--- src/design/wmd_pkg.sv ---
// Shared definitions for the window motion detector: sizes, phase codes,
// register map, cell control struct and the truncating window-mean divide.
// No dependencies.
package wmd_pkg;

    localparam int WINDOW      = 16;
    localparam int SAMPLE_BITS = 16;

    localparam int CLOG_W     = $clog2(WINDOW);
    localparam int SUM_BITS   = SAMPLE_BITS + CLOG_W;
    localparam int DEV_BITS   = SAMPLE_BITS + 1;
    localparam int THR_BITS   = 16;
    localparam int FILL_BITS  = $clog2(WINDOW + 2);
    localparam int MC_BITS    = $clog2(4 * WINDOW + 2);
    localparam int QC_BITS    = $clog2(WINDOW + 1);
    localparam int STAT_BITS  = 2;

    localparam int IN_DATA_BITS  = ((SAMPLE_BITS + 7) / 8) * 8;
    localparam int OUT_DATA_BITS = ((STAT_BITS + SAMPLE_BITS + 7) / 8) * 8;

    // APB map: one 32-bit register per word
    localparam int ADDR_BITS = 3;
    localparam int DATA_BITS = 32;
    localparam logic REG_THRESHOLD = 1'b0;
    localparam logic [THR_BITS-1:0] THRESHOLD_RESET = THR_BITS'(64);

    // reciprocal for exact floor(x / WINDOW) over SUM_BITS-bit magnitudes
    localparam int DIV_SHIFT  = SUM_BITS + CLOG_W;
    localparam int RECIP_BITS = SUM_BITS + 1;
    localparam int PROD_BITS  = SUM_BITS + RECIP_BITS;
    localparam logic [RECIP_BITS-1:0] RECIP =
        RECIP_BITS'(((64'd1 << DIV_SHIFT) + 64'(WINDOW) - 64'd1) / 64'(WINDOW));

    typedef enum logic [STAT_BITS-1:0] {
        ST_IDLE   = 2'd0,
        ST_MOTION = 2'd1,
        ST_SETTLE = 2'd2,
        ST_FINISH = 2'd3
    } phase_t;

    typedef struct packed {
        logic push;    // write sample at the token cell, advance token
        logic clear;   // zero every cell
        logic rehome;  // token back to the first cell
    } cell_ctl_t;

    typedef struct packed {
        logic gt;      // |deviation| above threshold
        logic lt;      // |deviation| below threshold
    } dev_cmp_t;

    // window sum / WINDOW, truncated toward zero
    function automatic logic signed [SAMPLE_BITS-1:0] div_window(
        input logic signed [SUM_BITS-1:0] sum
    );
        logic [SUM_BITS-1:0]    mag;
        logic [PROD_BITS-1:0]   prod;
        logic [SAMPLE_BITS:0]   quo;
        mag  = sum[SUM_BITS-1] ? SUM_BITS'(-sum) : SUM_BITS'(sum);
        prod = PROD_BITS'(mag) * PROD_BITS'(RECIP);
        quo  = prod[DIV_SHIFT +: SAMPLE_BITS + 1];
        return sum[SUM_BITS-1] ? SAMPLE_BITS'(-quo) : SAMPLE_BITS'(quo);
    endfunction

endpackage

--- src/design/wmd_cell.sv ---
// One window slot: holds a sample and the write token, which it hands on
// to the next cell on each push. Depends on wmd_pkg.
module wmd_cell
    import wmd_pkg::*;
(
    input  logic                          clk,
    input  logic                          rst_n,
    input  cell_ctl_t                     ctl,
    input  logic signed [SAMPLE_BITS-1:0] sample,
    input  logic                          token_in,
    input  logic                          seed,
    output logic                          token_out,
    output logic        [SAMPLE_BITS-1:0] pick
);

    logic signed [SAMPLE_BITS-1:0] value_reg, value_next;
    logic                          token_reg, token_next;
    logic                          holds;

    // seed stands for the home position held outside the row
    assign holds     = token_reg | seed;
    assign token_out = holds;
    assign pick      = holds ? value_reg : '0;

    always_comb
    begin
        value_next = value_reg;
        if (ctl.clear)
        begin
            value_next = '0;
        end
        else if (ctl.push && holds)
        begin
            value_next = sample;
        end
    end

    always_comb
    begin
        token_next = token_reg;
        if (ctl.rehome)
        begin
            token_next = 1'b0;
        end
        else if (ctl.push)
        begin
            token_next = token_in;
        end
    end

    always_ff @(posedge clk or negedge rst_n)
    begin
        if (!rst_n)
        begin
            value_reg <= '0;
            token_reg <= 1'b0;
        end
        else
        begin
            value_reg <= value_next;
            token_reg <= token_next;
        end
    end

endmodule

--- src/design/wmd_ctrl.sv ---
// Phase sequencer with fill, motion and quiet counters; drives the cell row.
// Depends on wmd_pkg.
module wmd_ctrl
    import wmd_pkg::*;
(
    input  logic      clk,
    input  logic      rst_n,
    input  logic      accept,
    input  dev_cmp_t  cmp,
    output cell_ctl_t ctl,
    output phase_t    phase
);

    phase_t               phase_reg, phase_next;
    logic [FILL_BITS-1:0] fill_reg, fill_next;
    logic [MC_BITS-1:0]   motion_reg, motion_next;
    logic [QC_BITS-1:0]   quiet_reg, quiet_next;
    logic [QC_BITS-1:0]   quiet_upd;

    logic still, judged, hit, early, late, at_clear, past_clear, finish;

    assign still      = (phase_reg == ST_IDLE) || (phase_reg == ST_FINISH);
    assign judged     = fill_reg > FILL_BITS'(WINDOW);
    assign hit        = judged && cmp.gt;
    assign early      = motion_reg < MC_BITS'(2 * WINDOW);
    assign late       = motion_reg > MC_BITS'(4 * WINDOW);
    assign at_clear   = motion_reg == MC_BITS'(3 * WINDOW);
    assign past_clear = motion_reg > MC_BITS'(3 * WINDOW);
    assign finish     = !still && (phase_next == ST_FINISH);
    assign phase      = phase_reg;

    // quiet counter after judging, before the finish check
    always_comb
    begin
        quiet_upd = quiet_reg;
        if (late && cmp.lt && (quiet_reg < QC_BITS'(WINDOW)))
        begin
            quiet_upd = quiet_reg + QC_BITS'(1);
        end
        if (late && cmp.gt)
        begin
            quiet_upd = '0;
        end
    end

    always_comb
    begin
        phase_t ph;
        ph         = phase_reg;
        phase_next = phase_reg;
        if (accept)
        begin
            unique case (phase_reg) inside
                ST_IDLE, ST_FINISH:
                begin
                    if (hit)
                    begin
                        phase_next = ST_MOTION;
                    end
                end
                ST_MOTION, ST_SETTLE:
                begin
                    if (!early)
                    begin
                        if (late && cmp.lt)
                        begin
                            ph = ST_SETTLE;
                        end
                        if (late && cmp.gt)
                        begin
                            ph = ST_MOTION;
                        end
                        if ((ph == ST_SETTLE) && (quiet_upd >= QC_BITS'(WINDOW)))
                        begin
                            ph = ST_FINISH;
                        end
                        phase_next = ph;
                    end
                end
                default:
                begin
                    phase_next = phase_reg;
                end
            endcase
        end
    end

    always_comb
    begin
        ctl         = '0;
        fill_next   = fill_reg;
        motion_next = motion_reg;
        quiet_next  = quiet_reg;
        if (accept)
        begin
            unique case (phase_reg) inside
                ST_IDLE, ST_FINISH:
                begin
                    ctl.push   = !hit;
                    ctl.rehome = hit;
                    if (!judged)
                    begin
                        fill_next = fill_reg + FILL_BITS'(1);
                    end
                end
                ST_MOTION, ST_SETTLE:
                begin
                    if (early)
                    begin
                        motion_next = motion_reg + MC_BITS'(1);
                    end
                    else
                    begin
                        ctl.clear = at_clear;
                        ctl.push  = past_clear;
                        if (finish)
                        begin
                            motion_next = '0;
                            quiet_next  = '0;
                        end
                        else
                        begin
                            quiet_next = quiet_upd;
                            if (!late)
                            begin
                                motion_next = motion_reg + MC_BITS'(1);
                            end
                        end
                    end
                end
                default:
                begin
                    ctl = '0;
                end
            endcase
        end
    end

    always_ff @(posedge clk or negedge rst_n)
    begin
        if (!rst_n)
        begin
            phase_reg  <= ST_IDLE;
            fill_reg   <= '0;
            motion_reg <= '0;
            quiet_reg  <= '0;
        end
        else
        begin
            phase_reg  <= phase_next;
            fill_reg   <= fill_next;
            motion_reg <= motion_next;
            quiet_reg  <= quiet_next;
        end
    end

    // settling is only reachable once the motion count has saturated
    a_settle_saturated: assert property (@(posedge clk) disable iff (!rst_n)
        (phase_reg == ST_SETTLE) |-> (motion_reg == MC_BITS'(4 * WINDOW + 1)))
        else $error("settling before motion count saturated");

    // reaching a full quiet count always finishes, so it never rests at WINDOW
    a_quiet_below: assert property (@(posedge clk) disable iff (!rst_n)
        quiet_reg < QC_BITS'(WINDOW))
        else $error("quiet count left at window length");

    // entering motion from a still phase starts the motion count from zero
    a_motion_entry: assert property (@(posedge clk) disable iff (!rst_n)
        (accept && still && hit) |=> (phase_reg == ST_MOTION) && (motion_reg == '0))
        else $error("motion entered with stale count");

endmodule

--- src/design/window_motion_detector.sv ---
// Top level of the window motion detector: stream ports, APB threshold
// register, running sum and mean, cell row and sequencer.
// Depends on wmd_pkg, wmd_cell and wmd_ctrl.
//
//  channel   | dir | handshake          | payload
//  ----------+-----+--------------------+------------------------------------
//  s_*       | in  | s_tvalid/s_tready  | s_tdata[15:0] sample
//  m_*       | out | m_tvalid/m_tready  | m_tdata[1:0] status, [17:2] mean
//  APB       | in  | psel/penable       | paddr word 0: threshold [15:0]
//
// One transaction in per cycle unless a result waits on m_tready; the
// result comes in the cycle after acceptance; sum and divide are combinational.
// Reset: window, sum, counters zero; phase idle; threshold 64.
// A result waiting on m_tready still lets a new sample in as it leaves.
module window_motion_detector
    import wmd_pkg::*;
(
    input  logic                     clk,
    input  logic                     rst_n,
    input  logic                     psel,
    input  logic                     penable,
    input  logic                     pwrite,
    input  logic [ADDR_BITS-1:0]     paddr,
    input  logic [DATA_BITS-1:0]     pwdata,
    output logic [DATA_BITS-1:0]     prdata,
    output logic                     pready,
    input  logic                     s_tvalid,
    output logic                     s_tready,
    input  logic [IN_DATA_BITS-1:0]  s_tdata,   // [15:0] sample
    output logic                     m_tvalid,
    input  logic                     m_tready,
    output logic [OUT_DATA_BITS-1:0] m_tdata    // [1:0] status, [17:2] window_mean
);

    logic [THR_BITS-1:0]           thr_reg, thr_next;
    logic signed [SUM_BITS-1:0]    sum_reg, sum_next;
    logic signed [SAMPLE_BITS-1:0] mean_reg, mean_next;
    logic                          home_reg, home_next;
    logic                          out_valid_reg, out_valid_next;

    logic                          accept;
    logic signed [SAMPLE_BITS-1:0] sample;
    logic signed [DEV_BITS-1:0]    dev;
    logic [DEV_BITS-1:0]           dev_mag;
    dev_cmp_t                      cmp;
    cell_ctl_t                     ctl;
    phase_t                        phase;

    logic [WINDOW-1:0]             tok;
    logic [SAMPLE_BITS-1:0]        picks [WINDOW];
    logic [SAMPLE_BITS-1:0]        old_raw;

    assign pready   = 1'b1;
    assign prdata   = (paddr[ADDR_BITS-1] == REG_THRESHOLD) ? DATA_BITS'(thr_reg) : '0;
    assign thr_next = (psel && penable && pwrite && (paddr[ADDR_BITS-1] == REG_THRESHOLD))
                      ? pwdata[THR_BITS-1:0] : thr_reg;

    assign s_tready = !out_valid_reg || m_tready;
    assign accept   = s_tvalid && s_tready;
    assign sample   = s_tdata[SAMPLE_BITS-1:0];
    assign m_tvalid = out_valid_reg;
    // state registers only move on acceptance, which frees the slot first
    assign m_tdata  = OUT_DATA_BITS'({mean_reg, phase});

    assign out_valid_next = accept || (out_valid_reg && !m_tready);

    // deviation against the mean before this sample enters
    assign dev     = DEV_BITS'(sample) - DEV_BITS'(mean_reg);
    assign dev_mag = dev[DEV_BITS-1] ? DEV_BITS'(-dev) : DEV_BITS'(dev);
    assign cmp.gt  = dev_mag > DEV_BITS'(thr_reg);
    assign cmp.lt  = dev_mag < DEV_BITS'(thr_reg);

    wmd_ctrl u_ctrl (
        .clk    (clk),
        .rst_n  (rst_n),
        .accept (accept),
        .cmp    (cmp),
        .ctl    (ctl),
        .phase  (phase)
    );

    for (genvar i = 0; i < WINDOW; i++)
    begin : g_cell
        localparam int PREV = (i == 0) ? WINDOW - 1 : i - 1;
        logic seed;
        if (i == 0)
        begin : g_home
            assign seed = home_reg;
        end
        else
        begin : g_rest
            assign seed = 1'b0;
        end
        wmd_cell u_cell (
            .clk       (clk),
            .rst_n     (rst_n),
            .ctl       (ctl),
            .sample    (sample),
            .token_in  (tok[PREV]),
            .seed      (seed),
            .token_out (tok[i]),
            .pick      (picks[i])
        );
    end

    // only the token cell drives a non-zero pick
    always_comb
    begin
        old_raw = '0;
        for (int i = 0; i < WINDOW; i++)
        begin
            old_raw = old_raw | picks[i];
        end
    end

    always_comb
    begin
        sum_next = sum_reg;
        if (ctl.clear)
        begin
            sum_next = '0;
        end
        else if (ctl.push)
        begin
            sum_next = sum_reg + SUM_BITS'(sample) - SUM_BITS'($signed(old_raw));
        end
    end

    assign mean_next = div_window(sum_next);

    always_comb
    begin
        home_next = home_reg;
        if (ctl.rehome)
        begin
            home_next = 1'b1;
        end
        else if (ctl.push)
        begin
            home_next = 1'b0;
        end
    end

    always_ff @(posedge clk or negedge rst_n)
    begin
        if (!rst_n)
        begin
            thr_reg       <= THRESHOLD_RESET;
            sum_reg       <= '0;
            mean_reg      <= '0;
            home_reg      <= 1'b1;
            out_valid_reg <= 1'b0;
        end
        else
        begin
            thr_reg       <= thr_next;
            sum_reg       <= sum_next;
            mean_reg      <= mean_next;
            home_reg      <= home_next;
            out_valid_reg <= out_valid_next;
        end
    end

    // exactly one cell owns the write position
    a_token_onehot: assert property (@(posedge clk) disable iff (!rst_n)
        $onehot(tok))
        else $error("write token lost or duplicated");

    // a window clear leaves sum and mean at zero
    a_clear_zero: assert property (@(posedge clk) disable iff (!rst_n)
        (accept && ctl.clear) |=> (sum_reg == '0) && (mean_reg == '0))
        else $error("window clear left residue");

endmodule

--- config.mk ---
export PLATFORM = sky130hd
export DESIGN_NAME = window_motion_detector
export DESIGN_NICKNAME = d
export VERILOG_FILES = /design/src/design/wmd_pkg.sv /design/src/design/wmd_cell.sv /design/src/design/wmd_ctrl.sv /design/src/design/window_motion_detector.sv
export SDC_FILE = /design/constraint.sdc
export NUM_CORES = 1
export LEC_CHECK = 0
export BUFFER_PORTS_ARGS = -buffer_cell sky130_fd_sc_hd__buf_2
export CAP_MARGIN = 0
export CORE_MARGIN = 4
export CORE_UTILIZATION = 60
export DETAILED_ROUTE_END_ITERATION = 16
export HOLD_SLACK_MARGIN = 0.06
export PLACE_DENSITY = 0.85
export RECOVER_POWER = 50
export SETUP_SLACK_MARGIN = 0.15
export SLEW_MARGIN = 15
export SYNTH_ARGS = -nofsm -noshare
export SYNTH_HDL_FRONTEND = slang
export SYNTH_SLANG_ARGS = --single-unit
--- constraint.sdc ---
create_clock -name clk -period 7.85 [get_ports clk]
set_input_delay 0.3925 -clock clk [delete_from_list [all_inputs] [get_ports clk]]
set_output_delay 0.3925 -clock clk [all_outputs]
set_load 0.02 [all_outputs]
* Word level (Yosys, flattened, before mapping)
Index checks and enable logic that the tools add are counted.
** Operators by class
- $lt $le $gt $ge :: 8
- Eq/ne operators :: 7
- Bitwise gates (word level) :: 19
- Multiplexer cells :: 109
- Add/subtract/negate cells :: 9
- Reduce and logical (&&, ||, !) cells :: 57
** Operators with widths (count)
- $mux 16 :: 50
- $or 16x16->16 :: 15
- $mux 20 :: 3
- $mux 1 :: 36
- $reduce_bool 2->1 :: 17
- $logic_and 1x1->1 :: 27
- $mux 7 :: 3
- $add 20x16->20 :: 1
- $mux 2 :: 10
- $neg 20->20 :: 1
- $sub 20x16->20 :: 1
- $gt 17x16->1 :: 1
- $lt 17x16->1 :: 1
- $mux 17 :: 1
- $neg 17->17 :: 1
- $sub 16x16->17 :: 1
- $neg 16->16 :: 1
- $mux 5 :: 3
- $add 5x1->5 const B :: 2
- $reduce_and 3->1 :: 3
- $eq 2x2->1 const B :: 4
- $add 7x1->7 const B :: 1
- $eq 7x6->1 const B :: 1
- $gt 7x6->1 const B :: 1
- other kinds (16) :: 24
** Storage, ports and cells
- Input port bits :: 58
- Word-level logic and storage cells :: 250
- Bits in registers :: 345
- Output and inout bits :: 59

* Depth between registers and ports, before layout
- Depth in word-level cells :: 24
- Depth in mapped cells :: 35
- Depth with buffers taken out :: 32

* Cells and area by module
A second synthesis with hierarchy kept.
** Unflattened totals
- Cell total of the unflattened synthesis :: 2418
- Area total of the unflattened synthesis :: 23266.1 µm²
** Modules (own cells, without submodules)
- wmd_cell :: area each 962.2 µm², instances 16, seq. area each 425.4 µm², cells each 92
- window_motion_detector :: area each 6595.1 µm², instances 1, seq. area each 1353.8 µm², cells each 808
- wmd_ctrl :: area each 1276.2 µm², instances 1, seq. area each 475.5 µm², cells each 138

* Worst setup path after synthesis
Ideal clock, no wire load.
- Path type :: input -> register
- Start point :: in s_tdata[0]
- End point :: reg mean_reg[14]
- Required time :: 7764 ps
- Stages on the path :: 34
- Setup slack :: 589 ps
- Path buffers :: 6
- Arrival time :: 7176 ps
- Setup time :: 86 ps
- Cell sequence :: clkbuf_1 > clkbuf_1 > inv_1 > ha_1 > inv_1 > fa_1 > a21o_1 > a311oi_2 > o31a_2 > o21ai_2 > o221a_2 > buf_1 > nor2_1 > xor2_1 > ha_1 > a21oi_1 > a21boi_0 > o311a_1 > a311o_1 > a31o_2 > buf_2 > nor2_2 > buf_2 > clkbuf_1 > nand2_1 > a21oi_1 > o21ai_0 > xor2_1 > ha_1 > o41ai_1 > o31ai_4 > nand3_2 > or4b_1 > a32oi_1
** On the way
- Word-level cells in the longest chain between the ends :: 14
- Elaborated cells on any way between the ends :: 16
- Those cells by class :: add/sub (6); order compare (1); mux (7); reduce/logical (2)
** Ends and longest elaborated chain
- from (decl) :: line window_motion_detector.sv:29 : input logic [IN_DATA_BITS-1:0] s_tdata,
- $sub 16x16->17 :: line window_motion_detector.sv:68 : assign dev = DEV_BITS'(sample) - DEV_BITS'(mean_reg);
- $neg 17->17 :: line window_motion_detector.sv:69 : assign dev_mag = dev[DEV_BITS-1] ? DEV_BITS'(-dev) : DEV_BITS'(dev);
- $mux 17 :: line window_motion_detector.sv:69
- $gt 17x16->1 :: line window_motion_detector.sv:70 : assign cmp.gt = dev_mag > DEV_BITS'(thr_reg);
- $logic_and 1x1->1 :: line wmd_ctrl.sv:24 : assign hit = judged && cmp.gt;
- $logic_not 1->1 :: line wmd_ctrl.sv:99 : ctl.push = !hit;
- $pmux 1 s2 :: line wmd_ctrl.sv:96 : unique case (phase_reg) inside
- $mux 3 :: line wmd_ctrl.sv:94 : if (accept)
- $mux 20 * :: line window_motion_detector.sv:123 : else if (ctl.push)
- $mux 20 * :: line window_motion_detector.sv:119 : if (ctl.clear)
- named net sum_next[4] :: line window_motion_detector.sv:36 : logic signed [SUM_BITS-1:0] sum_reg, sum_next;
- $neg 20->20 :: line wmd_pkg.sv:59 : mag = sum[SUM_BITS-1] ? SUM_BITS'(-sum) : SUM_BITS'(sum);
- $mux 20 * :: line wmd_pkg.sv:59
- $neg 16->16 :: line wmd_pkg.sv:62 : return sum[SUM_BITS-1] ? SAMPLE_BITS'(-quo) : SAMPLE_BITS'(quo);
- $mux 16 * :: line wmd_pkg.sv:62
- named net mean_next[14] :: line window_motion_detector.sv:37 : logic signed [SAMPLE_BITS-1:0] mean_reg, mean_next;
- to (signal assigned) :: line window_motion_detector.sv:158 : mean_reg <= mean_next;
- to (decl) :: line window_motion_detector.sv:37
Mark *: on every way through the listed nets, which the timed path passes. The rest lies on a longest branch.
A chain may end at the register's enable or synchronous reset.

* Worst setup path after layout
- Start point :: reg g_cell[8].u_cell.token_reg
- End point :: reg mean_reg[14]
** On the way
- Word-level cells in the longest chain between the ends :: 16
** Ends and longest elaborated chain
- from (decl) :: line wmd_cell.sv:17 : logic token_reg, token_next;
- from (signal assigned) :: line wmd_cell.sv:61 : token_reg <= token_next;
- $mux 16 * :: line wmd_cell.sv:23 : assign pick = holds ? value_reg : '0;
- $or 16x16->16 * (8 in series) :: line window_motion_detector.sv:112 : old_raw = old_raw | picks[i];
- $sub 20x16->20 * :: line window_motion_detector.sv:125 : sum_next = sum_reg + SUM_BITS'(sample) - SUM_BITS'($signed(old_raw));
- $mux 20 * :: line window_motion_detector.sv:123
- $mux 20 * :: line window_motion_detector.sv:119
- $neg 20->20 :: line wmd_pkg.sv:59
- $mux 20 :: line wmd_pkg.sv:59
- $neg 16->16 :: line wmd_pkg.sv:62
- $mux 16 * :: line wmd_pkg.sv:62
- named net mean_next[14] :: line window_motion_detector.sv:37
Marks and branches as above.

==> results.sh <==
export IMPL_outcome="finished, violations left"
export IMPL_violations="capacitance limit, slew limit"
export IMPL_ys_ff_latch=345
export IMPL_grt_max_degree=180
export IMPL_setup_tns_ns=0
export IMPL_io_pins=117
export IMPL_synth_area_leaders="dfrtp_1, nand2_1, a21oi_1, ha_1, clkbuf_1"
export IMPL_crit_family="compound AO/OA/AOI/OAI gates"
export IMPL_cts_htree_levels=2
export IMPL_cts_path_max_buffers=3
export IMPL_max_freq_mhz=137.1
export IMPL_numCtsBuffers=37
export IMPL_numPortBuffers=75
export IMPL_grt_overflow=0
export IMPL_synthesis_instances=2267
export IMPL_path_max_fanout=16
export IMPL_syn2layout_area_growth_pct=9.388
export IMPL_slew_viol_final=114
export IMPL_min_period_ns=7.294
export IMPL_tightest_slew_ns=6.605
export IMPL_track_usage_pct=33.45
export IMPL_drtPass1Iterations=8
export IMPL_power_density_mw_per_mm2=457.2
export IMPL_cts_tree="built"
export IMPL_antenna_left=0
export IMPL_peakVddDrop_mv=0.2509
export IMPL_layout_drive_gt1_share_pct=8.297
export IMPL_drc=0
export IMPL_clock_skew_final_ns=0.02788
export IMPL_synthFlopType="dfrtp_1"
export IMPL_dp_hpwl_microns=38550
export IMPL_cts_num_sinks=345
export IMPL_grt_pass1_wl_microns=93910
export IMPL_rsz0062_at_grt="false"
export IMPL_synth_cell_type_count=85
export IMPL_critPathCaptureType="register"
export IMPL_hold_ws_ns=0.08475
export IMPL_hp_class="input port to register"
export IMPL_drt_wl_total_microns=60220
export IMPL_yosysTopAreaCell="dfrtp_1"
export IMPL_initialDrtViolationCount=2465
export IMPL_avgSynthCellArea_sq_um=8.507
export IMPL_arrival_ns=7.73
export IMPL_yosysWarnings=0
export IMPL_synth_edff_count=0
export IMPL_finalHoldViolCount=0
export IMPL_die_area_sq_mm=0.03508
export IMPL_cts_resized=0
export IMPL_die_h_microns=187.3
export IMPL_gp_congestion=0.9287
export IMPL_maxCapViolations=1
export IMPL_core_area_sq_mm=0.03164
export IMPL_max_stage_delay_ns=0.76
export IMPL_clk_pin_slew_worst_paths_ns=0.06
export IMPL_cts_setup_buffers=0
export IMPL_rows=65
export IMPL_ys_seq_area_share_pct=44.78
export IMPL_synth_top_area_share_pct=44.50
export IMPL_grt_antenna_before_repair=1
export IMPL_clk_latency_ns=0.56
export IMPL_slowest_stage="dfrtp_1"
export IMPL_initial_core_util_pct=60.96
export IMPL_crit_buf_inv=1
export IMPL_async_flop_share_pct=100.0
export IMPL_nNetsFinal=2387
export IMPL_relSlewSlack_pct=-340.4
export IMPL_via_count=17500
export IMPL_leakage_nw=9.501
export IMPL_cts_root_buf="clkbuf_16"
export IMPL_postLayoutCoreUtil_pct=66.68
export IMPL_critical_path_class="register to register"
export IMPL_fin_crit_sh_pct=92.92
export IMPL_syn_area_sq_mm=0.01929
export IMPL_die_w_microns=187.3
export IMPL_worstPathRequired_ns=8.29
export IMPL_fillers=2467
export IMPL_largest_register_ffs=256
export IMPL_via_per_inst=6.527
export IMPL_setup_violations=0
export IMPL_critPathLaunchType="register"
export IMPL_worstPathCellList="a221oi_1 > nand4_1 > a21oi_1 > fa_1 > ha_1 > a21o_1 > a21o_1 > a22o_1 > or2_1 > a211oi_1 > mux2i_1 > a21oi_1 > nand3b_1 > nand2_1 > nand2_1 > inv_1 > nand2_1 > xor2_1 > ha_1 > o41ai_1 > o31ai_4 > nand3_2 > or4b_1 > a32oi_1"
export IMPL_cpMostUsedCell="nand2_1"
export IMPL_grt_pass1_vias=17090
export IMPL_wl_per_cell_microns=22.46
kinds of logic after synthesis:
| logic type | count (synthesis) | share of synthesized area, % |
|---|---|---|
| compound gates | 578 | 19.22 |
| xor+xnor | 67 | 3.043 |
| fa+ha+maj | 80 | 5.969 |
| buf+inv | 265 | 5.657 |
| flops | 345 | 44.78 |
| mux | 30 | 1.680 |
| other cells | 2 | 0.03894 |
| simple gates | 900 | 19.62 |
power breakdown:
group	internal, mW	switching [mW]	total, mW
Sequential	2.29	0.482	2.77
Clock	1.17	0.774	1.95
Combinational	1.92	3.01	4.93
cell type report:
class | count | area, sq um | area share (%)
Antenna cell | 1 | 2.502 | 0.01186
Clock buffer | 49 | 1031 | 4.887
Clock inverter | 19 | 351.6 | 1.667
Inverter | 73 | 274.0 | 1.299
Multi-Input combinational cell | 1678 | 9649 | 45.74
Sequential cell | 345 | 8636 | 40.93
Tap cell | 402 | 503.0 | 2.384
Timing Repair Buffer | 114 | 649.4 | 3.078
synth_stat cells, types with 25 or more instances:
cell,instances
a221oi_1,46
ha_1,60
nand2_1,653
o21ai_0,33
dfrtp_1,343
buf_4,25
nor2_1,83
a21oi_1,323
and3_1,31
nor3_1,27
a22o_1,47
clkbuf_1,143
xnor2_1,47
nand4_1,29
inv_1,73
layer usage:
metal	wire, microns	GRT usage [%]	up-vias	share of wire [%]
met5	62	1.374	-	0.10
met4	3884	17.43	2	6.5
met3	7075	8.791	273	12
met2	26950	52.62	1145	45
met1	22240	42.72	8382	37
li1	-	-	7696	-
path summary, 6_finish.rpt:
| path | from | endpoint | slack (ns) | cells past startpoint |
|---|---|---|---|---|
| worst min register to register | u_ctrl.fill_reg[4] | u_ctrl.fill_reg[4] | 0.47 | 1 |
| max in group asynchronous | rst_n | g_cell[15].u_cell.value_reg[15] | 1.30 | 2 |
| worst max register to register | g_cell[8].u_cell.token_reg | mean_reg[14] | 0.56 | 24 |
| worst max-delay path | g_cell[8].u_cell.token_reg | mean_reg[14] | 0.56 | 24 |
| worst min-delay path | pwdata[2] | thr_reg[2] | 0.08 | 2 |
| min in group asynchronous | rst_n | g_cell[15].u_cell.value_reg[11] | 2.89 | 2 |
through the flow:
| step | instance area [sq um] | total power [mW] | setup WS, ns | std cells |
|---|---|---|---|---|
| 2_1_floorplan | 19360 | 6.298 | 0.5888 | 2288 |
| 3_3_place_gp | 19750 | 7.400 | 0.7431 | 2610 |
| 3_5_place_dp | 19750 | 7.577 | 0.6351 | 2610 |
| 4_1_cts | 21150 | 9.554 | 0.8325 | 2680 |
| 5_1_grt | 21090 | 10.33 | 0.1737 | 2680 |
| 6_report | 21100 | 9.644 | 0.5556 | 2681 |
cell usage in the layout, fill, tap and decap left out, types with 8 or more instances in the layout:
cell type,instances
nand3_1,22
a221oi_1,46
and3_1,31
nand2_1,653
ha_1,60
buf_2,36
buf_4,35
a22o_1,47
o21ai_0,33
o21a_1,11
mux2i_1,11
mux2_2,19
clkbuf_16,37
nand4_1,29
a222oi_1,16
xor2_1,20
dfrtp_1,343
inv_1,73
xnor2_1,47
conb_1,23
nor3_1,27
nor2_1,83
a21o_1,11
a21oi_1,323
clkbuf_1,45
a31oi_1,8
fa_1,20
repair_timing:
item,4_1_cts,5_1_grt
setup endpoints to repair,0,0
hold buffers,2,0
hold endpoints to repair,112,0
worst reg2reg max path, stage by stage (launching register included):
cell and delay [ns]:
dfrtp_1 0.76, a221oi_1 0.72, nand4_1 0.34, a21oi_1 0.27, fa_1 0.45, ha_1 0.38
a21o_1 0.24, a21o_1 0.20, a22o_1 0.25, or2_1 0.29, a211oi_1 0.46, mux2i_1 0.14
a21oi_1 0.27, nand3b_1 0.19, nand2_1 0.22, nand2_1 0.10, inv_1 0.09, nand2_1 0.06
xor2_1 0.22, ha_1 0.30, o41ai_1 0.15, o31ai_4 0.24, nand3_2 0.11, or4b_1 0.48
a32oi_1 0.25
(Power assumes the default switching activity.)
